**config.mk**
```make
export PLATFORM = sky130hd
export DESIGN_NAME = indexed_linked_list_engine
export DESIGN_NICKNAME = d
export VERILOG_FILES = /design/src/rtl/ille_pkg.sv /design/src/rtl/indexed_linked_list_engine.sv /design/src/rtl/ille_ram.sv /design/src/rtl/ille_link_mem.sv
export SDC_FILE = /design/constraint.sdc
export NUM_CORES = 2
export LEC_CHECK = 0
export ABC_AREA = 1
export BUFFER_PORTS_ARGS = -buffer_cell sky130_fd_sc_hd__buf_2
export CAP_MARGIN = 15
export CORE_UTILIZATION = 50
export DETAILED_ROUTE_END_ITERATION = 16
export PLACE_DENSITY = 0.74
export SLEW_MARGIN = 20
export SYNTH_ARGS = -nofsm -noshare
export SYNTH_HDL_FRONTEND = slang
export SYNTH_SLANG_ARGS = --single-unit
```
**constraint.sdc**
```tcl
create_clock -name clk -period 4.05 [get_ports clk]
set_input_delay 0.405 -clock clk [delete_from_list [all_inputs] [get_ports clk]]
set_output_delay 0.405 -clock clk [all_outputs]
set_load 0.05 [all_outputs]
```
**src/rtl/ille_pkg.sv**
```systemverilog
// Shared types and constants for the indexed linked list engine.
// Depends on nothing; the engine, link memory, checker and testbench import it.
`timescale 1ns / 1ps
`default_nettype none

package ille_pkg;

    // Store geometry.
    localparam int CAPACITY = 64;
    localparam int DATA_W   = 32;
    localparam int SLOT_W   = $clog2(CAPACITY);
    localparam int CNT_W    = $clog2(CAPACITY + 1);

    // Request opcodes.
    typedef enum logic [1:0] {
        OP_READ     = 2'd0,
        OP_INS_HEAD = 2'd1,
        OP_INS_TAIL = 2'd2,
        OP_REMOVE   = 2'd3
    } op_t;

    // Response status codes.
    localparam logic [1:0] ST_OK        = 2'd0;
    localparam logic [1:0] ST_BAD_INDEX = 2'd1;
    localparam logic [1:0] ST_FULL      = 2'd2;

    typedef struct packed {
        op_t                opcode;
        logic [15:0]        index;
        logic signed [31:0] value;
    } req_t;

    typedef struct packed {
        logic [1:0]         status;
        logic signed [31:0] read_value;
        logic [6:0]         list_count;
    } rsp_t;

    // Write port of the link memory.
    typedef struct packed {
        logic              en;
        logic [SLOT_W-1:0] addr;
        logic [SLOT_W-1:0] data;
    } link_wr_t;

endpackage

`default_nettype wire

```
**src/rtl/indexed_linked_list_engine.sv**
```systemverilog
// Top level of the indexed linked list engine: request sequencer and response register.
// Depends on ille_pkg, ille_ram (value store) and ille_link_mem (link store).
//
// Usage. Requests arrive on req (valid/ready) carrying an opcode, an index and a value:
// read at index, insert at head, insert at tail, or remove at index. Every accepted
// request produces exactly one response on rsp (valid/ready) with a status, the word
// read (minus one for a read with a bad index, zero otherwise) and the list length
// after the request.
// Pacing. Read and remove walk the links from the head, one link memory read per
// cycle, so the link memory read port sets the pace. An insert needs no walk, and a
// bad index or a full store is answered without touching the memories; the slowest
// request is a remove of the last entry of a full list. One request is worked on at a
// time; the next request can be taken in the cycle in which the response appears.
// Reset. The list is empty, and the free chain covers every slot in order, held in
// the link memory by per-entry valid bits rather than a clearing pass, so requests
// are accepted as soon as reset is released.
// Stalls. The response sits in an output register. A new request is accepted while
// an earlier response still waits; its own response waits in the sequencer until
// the output register is free, and no request is accepted meanwhile.
`timescale 1ns / 1ps
`default_nettype none

module indexed_linked_list_engine (
    input  wire logic           clk,
    input  wire logic           rst_n,
    input  wire logic           req_valid,
    output logic                req_ready,
    input  wire ille_pkg::req_t req,
    output logic                rsp_valid,
    input  wire logic           rsp_ready,
    output ille_pkg::rsp_t      rsp
);

    import ille_pkg::*;

    // Sequencer states, one-hot.
    typedef enum logic [7:0] {
        S_IDLE  = 8'b0000_0001,
        S_WALK  = 8'b0000_0010,
        S_VWAIT = 8'b0000_0100,
        S_RVICT = 8'b0000_1000,
        S_RNEXT = 8'b0001_0000,
        S_RFREE = 8'b0010_0000,
        S_INS   = 8'b0100_0000,
        S_DONE  = 8'b1000_0000
    } state_t;

    state_t             state_reg,      state_next;
    op_t                op_reg,         op_next;
    logic [CNT_W-1:0]   idx_reg,        idx_next;
    logic [DATA_W-1:0]  val_reg,        val_next;
    logic [CNT_W-1:0]   rem_reg,        rem_next;
    logic [SLOT_W-1:0]  prev_reg,       prev_next;
    logic [SLOT_W-1:0]  work_slot_reg,  work_slot_next;
    logic [SLOT_W-1:0]  head_reg,       head_next;
    logic [SLOT_W-1:0]  tail_reg,       tail_next;
    logic [SLOT_W-1:0]  free_reg,       free_next;
    logic [CNT_W-1:0]   count_reg,      count_next;
    logic [1:0]         res_status_reg, res_status_next;
    logic signed [31:0] res_rd_reg,     res_rd_next;
    logic               rsp_valid_reg,  rsp_valid_next;
    rsp_t               rsp_reg,        rsp_next;

    // Memory ports.
    link_wr_t           link_wr;
    logic [SLOT_W-1:0]  link_raddr;
    logic [SLOT_W-1:0]  link_rdata;
    logic               val_we;
    logic [SLOT_W-1:0]  val_waddr;
    logic [DATA_W-1:0]  val_wdata;
    logic [SLOT_W-1:0]  val_raddr;
    logic [DATA_W-1:0]  val_rdata;

    logic               in_range;
    logic               accept;
    logic signed [DATA_W-1:0] stored_word;

    ille_link_mem u_link_mem (
        .clk   (clk),
        .rst_n (rst_n),
        .wr    (link_wr),
        .raddr (link_raddr),
        .rdata (link_rdata)
    );

    ille_ram #(
        .DEPTH (CAPACITY),
        .WIDTH (DATA_W)
    ) u_value_ram (
        .clk   (clk),
        .we    (val_we),
        .waddr (val_waddr),
        .wdata (val_wdata),
        .raddr (val_raddr),
        .rdata (val_rdata)
    );

    assign req_ready   = (state_reg == S_IDLE);
    assign accept      = req_valid && req_ready;
    assign in_range    = 32'(req.index) < 32'(count_reg);
    assign stored_word = val_rdata;
    assign rsp_valid   = rsp_valid_reg;
    assign rsp         = rsp_reg;

    always_comb
    begin
        state_next      = state_reg;
        op_next         = op_reg;
        idx_next        = idx_reg;
        val_next        = val_reg;
        rem_next        = rem_reg;
        prev_next       = prev_reg;
        work_slot_next  = work_slot_reg;
        head_next       = head_reg;
        tail_next       = tail_reg;
        free_next       = free_reg;
        count_next      = count_reg;
        res_status_next = res_status_reg;
        res_rd_next     = res_rd_reg;
        rsp_valid_next  = rsp_valid_reg;
        rsp_next        = rsp_reg;

        link_wr    = '0;
        link_raddr = head_reg;
        val_we     = 1'b0;
        val_waddr  = work_slot_reg;
        val_wdata  = val_reg;
        val_raddr  = head_reg;

        // The response register empties when the receiver takes it.
        if (rsp_valid_reg && rsp_ready)
        begin
            rsp_valid_next = 1'b0;
        end

        unique case (state_reg)
            S_IDLE:
            begin
                if (accept)
                begin
                    op_next         = req.opcode;
                    idx_next        = CNT_W'(req.index);
                    val_next        = DATA_W'(req.value);
                    res_status_next = ST_OK;
                    res_rd_next     = '0;
                    unique case (req.opcode)
                        OP_READ:
                        begin
                            if (!in_range)
                            begin
                                res_status_next = ST_BAD_INDEX;
                                res_rd_next     = '1;
                                state_next      = S_DONE;
                            end
                            else if (req.index == 16'd0)
                            begin
                                val_raddr  = head_reg;
                                state_next = S_VWAIT;
                            end
                            else
                            begin
                                link_raddr = head_reg;
                                rem_next   = CNT_W'(req.index);
                                state_next = S_WALK;
                            end
                        end
                        OP_REMOVE:
                        begin
                            if (!in_range)
                            begin
                                res_status_next = ST_BAD_INDEX;
                                state_next      = S_DONE;
                            end
                            else if (req.index == 16'd0)
                            begin
                                work_slot_next = head_reg;
                                link_raddr     = head_reg;
                                state_next     = S_RNEXT;
                            end
                            else if (req.index == 16'd1)
                            begin
                                prev_next  = head_reg;
                                link_raddr = head_reg;
                                state_next = S_RVICT;
                            end
                            else
                            begin
                                link_raddr = head_reg;
                                rem_next   = CNT_W'(req.index) - CNT_W'(1);
                                state_next = S_WALK;
                            end
                        end
                        OP_INS_HEAD, OP_INS_TAIL:
                        begin
                            if (count_reg == CNT_W'(CAPACITY))
                            begin
                                res_status_next = ST_FULL;
                                state_next      = S_DONE;
                            end
                            else
                            begin
                                work_slot_next = free_reg;
                                link_raddr     = free_reg;
                                state_next     = S_INS;
                            end
                        end
                    endcase
                end
            end

            // One link followed per cycle; the returned link addresses the next read.
            S_WALK:
            begin
                if (rem_reg == CNT_W'(1))
                begin
                    if (op_reg == OP_READ)
                    begin
                        val_raddr  = link_rdata;
                        state_next = S_VWAIT;
                    end
                    else
                    begin
                        prev_next  = link_rdata;
                        link_raddr = link_rdata;
                        state_next = S_RVICT;
                    end
                end
                else
                begin
                    rem_next   = rem_reg - CNT_W'(1);
                    link_raddr = link_rdata;
                end
            end

            S_VWAIT:
            begin
                res_rd_next = 32'(stored_word);
                state_next  = S_DONE;
            end

            S_RVICT:
            begin
                work_slot_next = link_rdata;
                link_raddr     = link_rdata;
                state_next     = S_RNEXT;
            end

            // The victim's successor is known: unlink the victim.
            S_RNEXT:
            begin
                if (idx_reg == '0)
                begin
                    head_next = link_rdata;
                end
                else
                begin
                    link_wr.en   = 1'b1;
                    link_wr.addr = prev_reg;
                    link_wr.data = link_rdata;
                    if (idx_reg == count_reg - CNT_W'(1))
                    begin
                        tail_next = prev_reg;
                    end
                end
                state_next = S_RFREE;
            end

            // Return the victim to the front of the free chain.
            S_RFREE:
            begin
                link_wr.en   = 1'b1;
                link_wr.addr = work_slot_reg;
                link_wr.data = free_reg;
                free_next    = work_slot_reg;
                count_next   = count_reg - CNT_W'(1);
                if (count_reg == CNT_W'(1))
                begin
                    tail_next = '0;
                end
                state_next = S_DONE;
            end

            S_INS:
            begin
                free_next = link_rdata;
                val_we    = 1'b1;
                val_waddr = work_slot_reg;
                val_wdata = val_reg;
                if (op_reg == OP_INS_HEAD)
                begin
                    link_wr.en   = 1'b1;
                    link_wr.addr = work_slot_reg;
                    link_wr.data = head_reg;
                    head_next    = work_slot_reg;
                    if (count_reg == '0)
                    begin
                        tail_next = work_slot_reg;
                    end
                end
                else if (count_reg == '0)
                begin
                    head_next = work_slot_reg;
                    tail_next = work_slot_reg;
                end
                else
                begin
                    link_wr.en   = 1'b1;
                    link_wr.addr = tail_reg;
                    link_wr.data = work_slot_reg;
                    tail_next    = work_slot_reg;
                end
                count_next = count_reg + CNT_W'(1);
                state_next = S_DONE;
            end

            S_DONE:
            begin
                if (!rsp_valid_reg || rsp_ready)
                begin
                    rsp_valid_next      = 1'b1;
                    rsp_next.status     = res_status_reg;
                    rsp_next.read_value = res_rd_reg;
                    rsp_next.list_count = 7'(count_reg);
                    state_next          = S_IDLE;
                end
            end

            default:
            begin
                state_next = S_IDLE;
            end
        endcase
    end

    always_ff @(posedge clk or negedge rst_n)
    begin
        if (!rst_n)
        begin
            state_reg     <= S_IDLE;
            head_reg      <= '0;
            tail_reg      <= '0;
            free_reg      <= '0;
            count_reg     <= '0;
            rsp_valid_reg <= 1'b0;
        end
        else
        begin
            state_reg     <= state_next;
            head_reg      <= head_next;
            tail_reg      <= tail_next;
            free_reg      <= free_next;
            count_reg     <= count_next;
            rsp_valid_reg <= rsp_valid_next;
        end
    end

    always_ff @(posedge clk)
    begin
        op_reg         <= op_next;
        idx_reg        <= idx_next;
        val_reg        <= val_next;
        rem_reg        <= rem_next;
        prev_reg       <= prev_next;
        work_slot_reg  <= work_slot_next;
        res_status_reg <= res_status_next;
        res_rd_reg     <= res_rd_next;
        rsp_reg        <= rsp_next;
    end

endmodule

`default_nettype wire

```
**src/rtl/ille_ram.sv**
```systemverilog
// Generic simple dual-port RAM: one write port, one registered read port.
// Depends on nothing; used for the value store.
`timescale 1ns / 1ps
`default_nettype none

module ille_ram #(
    parameter int DEPTH = 64,
    parameter int WIDTH = 32
) (
    input  wire logic                     clk,
    input  wire logic                     we,
    input  wire logic [$clog2(DEPTH)-1:0] waddr,
    input  wire logic [WIDTH-1:0]         wdata,
    input  wire logic [$clog2(DEPTH)-1:0] raddr,
    output logic      [WIDTH-1:0]         rdata
);

    logic [WIDTH-1:0] mem [DEPTH];

    always_ff @(posedge clk)
    begin
        if (we)
        begin
            mem[waddr] <= wdata;
        end
        rdata <= mem[raddr];
    end

endmodule

`default_nettype wire

```
**src/rtl/ille_link_mem.sv**
```systemverilog
// Link memory of the list: one write port, one registered read port.
// Depends on ille_pkg. Entries never written read back as the reset free chain.
`timescale 1ns / 1ps
`default_nettype none

module ille_link_mem (
    input  wire logic                     clk,
    input  wire logic                     rst_n,
    input  wire ille_pkg::link_wr_t       wr,
    input  wire logic [ille_pkg::SLOT_W-1:0] raddr,
    output logic      [ille_pkg::SLOT_W-1:0] rdata
);

    import ille_pkg::*;

    logic [SLOT_W-1:0]   mem [CAPACITY];
    logic [CAPACITY-1:0] valid_reg;
    logic [SLOT_W-1:0]   ram_q;
    logic [SLOT_W-1:0]   addr_q;
    logic                valid_q;
    logic [SLOT_W-1:0]   chain_next;

    always_ff @(posedge clk)
    begin
        if (wr.en)
        begin
            mem[wr.addr] <= wr.data;
        end
        ram_q  <= mem[raddr];
        addr_q <= raddr;
    end

    always_ff @(posedge clk or negedge rst_n)
    begin
        if (!rst_n)
        begin
            valid_reg <= '0;
            valid_q   <= 1'b0;
        end
        else
        begin
            if (wr.en)
            begin
                valid_reg[wr.addr] <= 1'b1;
            end
            valid_q <= valid_reg[raddr];
        end
    end

    // Unwritten entries hold the reset free chain: slot i links slot i+1, wrapping.
    assign chain_next = (addr_q == SLOT_W'(CAPACITY - 1)) ? '0 : addr_q + SLOT_W'(1);
    assign rdata      = valid_q ? ram_q : chain_next;

endmodule

`default_nettype wire

```
==> results by group <==
Clocking
  – Num CTS Buffers: 292
  – Clk sinks: 2710
  – Buffer count from post-CTS setup fixing: 0
  – H-tree depth: 5
  – CTS root buf: clkbuf_16
  – Clock Latency Late Sink: 0.98 ns
  – Worst-path clk slew: 0.06 ns
  – Clock Tree Buf Depth: 4
  – CTS tree: done

Critical path
  – R2R depth: 17
  – Flop2flop setup slack: 0.08 ns
  – Critical path fanouts, max: 68
  – CP Class: reg -> reg
  – Crit. End Element: flip-flop
  – Startpoint Class: flip-flop
  – Req. time, crit path: 4.87 ns
  – Reg-to-Reg End: u_value_ram.rdata[23]
  – CP Data Arrival Time: 4.79 ns
  – Worst flop-to-flop path startpoint: u_link_mem.addr_q[0]

Power
  – Maximum VDD drop: 0.634 mV
  – Power per Cell Area: 710 mW/mm²
  – Clk pwr share: 0.285
  – Lkg Pwr: 43.9 nW
  – Pwr Total: 0.0902 W
  – Comb power frac: 0.342
  – Sequential power share: 0.374
  – Switching share of power: 0.371
  – Psw: 0.0335 W
  – Cell-internal power: 0.0567 W

Timing
  – Fmax: 252 MHz
  – RSZ-0062 raised after global routing: no
  – Slew Limit Headroom: 0.233
  – Final Hold Vio Count: 0
  – Tcrit/Tclk final: 0.980
  – Setup violators final: 0
  – Clock skew: 0.109 ns
  – Slew Viols, Final: 0
  – Slew @ Worst Pin: 1.15 ns
  – Fin Hold WS: 0.0845 ns
  – Minimum clock period: 3.97 ns

Synthesis
  – Unique masters post-synth: 58
  – Syn Nets: 9132
  – Post-Syn Area: 0.111 mm²
  – Yosys reg bits: 2710
  – Cell count after synthesis: 9062
  – Register area share after synthesis: 0.725
  – Synth Area per Inst: 12.2 µm²
  – Yosys warning count: 0
  – Main synth FF type: edfxtp_1
  – FFs w/ async S/R, synth: 0.0365
  – EDFF count, synth: 2567

Floorplanning
  – Initial Util: 0.504
  – Core footprint: 0.220 mm²
  – Row count: 172
  – Die X-Extent: 473 µm
  – # IOs: 97
  – Die ar.: 0.224 mm²
  – Die H: 473 µm

Placed design
  – Buffers on Ports: 96
  – Dpl cell area: 0.117 mm²
  – Post-DP HPWL: 174000 µm
  – Final GP Congestion: 0.895

Route
  – DR vias/cell: 6.13
  – 1st-pass router iterations: 8
  – Initial DRC Count: 10700
  – Total number of vias: 76100
  – Drt total wl: 314000 µm
  – Antenna-violating nets left: 0
  – WL per Instance: 25.3 µm
  – Number of remaining DRC errors: 0

Layout
  – Commonest non-fill, non-tap cell in the layout: edfxtp_1
  – Final nets: 9309
  – Post-route cell area: 0.127 mm²
  – Max FFs per register: 2048
  – Most frequent cells in the layout: 2567 x edfxtp_1, 1484 x nor2_1, 1082 x nand3_1
  – Layout cells sized above 1: 0.125
  – Syn-to-layout area delta: 14.5%

Outcome
  – Status: finished clean

Hold path
  – Hold crit path type: in -> async

Global route
  – Antenna violations before repair: 13
  – Largest net degree at the start of global routing: 135
  – GRT Total Usage: 0.276
  – First-pass GRT wire length: 461000 µm
  – Grt ovf: 0
  – Vias in the first global route: 72800

Run
  – Max cap viols: 0
==> kinds of logic after synthesis <==
| family | synth area share |
|---|---|
| DFF | 0.725 |
| AOI/OAI and AO/OA | 0.0843 |
| buffers and inverters | 0.0439 |
| adders and majority gates | 0.00180 |
| muxes | 0.000101 |
| and+or+nand+nor | 0.144 |
| xor gates and xnor gates | 0.00142 |
==> worst max-delay path by stage <==
stage | from | slack, ns | endpoint
2_1_floorplan | state_reg[1] | -0.31 | u_link_mem.mem[0][3]
3_3_place_gp | state_reg[3] | 0.16 | u_value_ram.rdata[23]
3_5_place_dp | state_reg[3] | 0.15 | u_value_ram.rdata[26]
4_1_cts | state_reg[3] | 0.04 | u_value_ram.rdata[16]
5_1_grt | u_link_mem.addr_q[0] | 0.01 | u_value_ram.rdata[12]
6_report | u_link_mem.addr_q[0] | 0.08 | u_value_ram.rdata[23]
==> cell usage after synthesis, types with 16 or more instances <==
| library cell | instances | area [µm²] |
|---|---|---|
| inv_1 | 540 | 2030 |
| buf_2 | 234 | 1170 |
| buf_4 | 45 | 338 |
| nand2_1 | 471 | 1770 |
| o21ai_1 | 63 | 315 |
| o21ai_0 | 907 | 4540 |
| dfrtp_1 | 98 | 2450 |
| nand4_1 | 213 | 1330 |
| nand3_1 | 1093 | 5470 |
| clkbuf_1 | 301 | 1130 |
| o211ai_1 | 518 | 3890 |
| nor2_1 | 1555 | 5840 |
| buf_1 | 38 | 143 |
| or2_2 | 194 | 1210 |
| dfxtp_1 | 44 | 881 |
| a21oi_1 | 32 | 160 |
| ha_1 | 16 | 200 |
| edfxtp_1 | 2567 | 77100 |
==> what timing repair did <==
action | CTS | global route
endpoints found under the hold margin | 122 | 0
hold buffers | 45 | 0
endpoints found under the setup margin | 0 | 58
resized for setup | 0 | 23
==> worst max-delay path, cell delays in order, from the launching register on <==
cell and delay, ns:
dfxtp_1 0.38, ha_1 0.21, nand3_1 0.17, o21ai_0 0.19
nand2_1 0.19, nand3_1 0.25, nand2_8 0.21, inv_8 0.25
buf_12 0.21, buf_12 0.31, nor2_1 0.08, nor2_1 0.09
o21ai_0 0.11, nand3_1 0.12, nand3_1 0.09, nand3_1 0.25
nand3_1 0.42, nand2_1 0.21
==> per-stage QoR <==
step           worst slack [ns]  utilization  std cells  setup TNS (ns)
2_1_floorplan            -0.315            -       9062          -59.66
3_3_place_gp              0.162        0.533      11900               0
3_5_place_dp              0.145        0.533      11900               0
4_1_cts                  0.0419        0.577      12400               0
5_1_grt                  0.0129        0.578      12400               0
6_report                 0.0827        0.578      12400               0
==> area by class of cell <==
class | instances | area, µm²
Multi-Input combinational cell | 5176 | 26400
Timing Repair Buffer | 503 | 5320
Clock buffer | 385 | 7980
Fill cell | 16700 | 93000
Inverter | 556 | 2110
Sequential cell | 2710 | 80400
Antenna cell | 4 | 10.0
Clock inverter | 124 | 1140
Tap cell | 2958 | 3700
==> per-layer routing <==
layer / GRT usage / wire length, µm / vias to the layer above
li1: - / - / 33100
met4: 0.110 / 12500 / 10
met5: 0 / 58 / -
met2: 0.426 / 143000 / 5122
met3: 0.0573 / 39600 / 719
met1: 0.385 / 119000 / 37200
==> power groups by stage <==
stage,combinational (W),sequential [W],clock (W)
3_5_place_dp,0.0298,0.0342,0
2_1_floorplan,0.0182,0.0346,0
5_1_grt,0.0330,0.0337,0.0269
3_3_place_gp,0.0291,0.0342,0
4_1_cts,0.0301,0.0337,0.0258
6_report,0.0308,0.0337,0.0257
(Power assumes the default switching activity.)
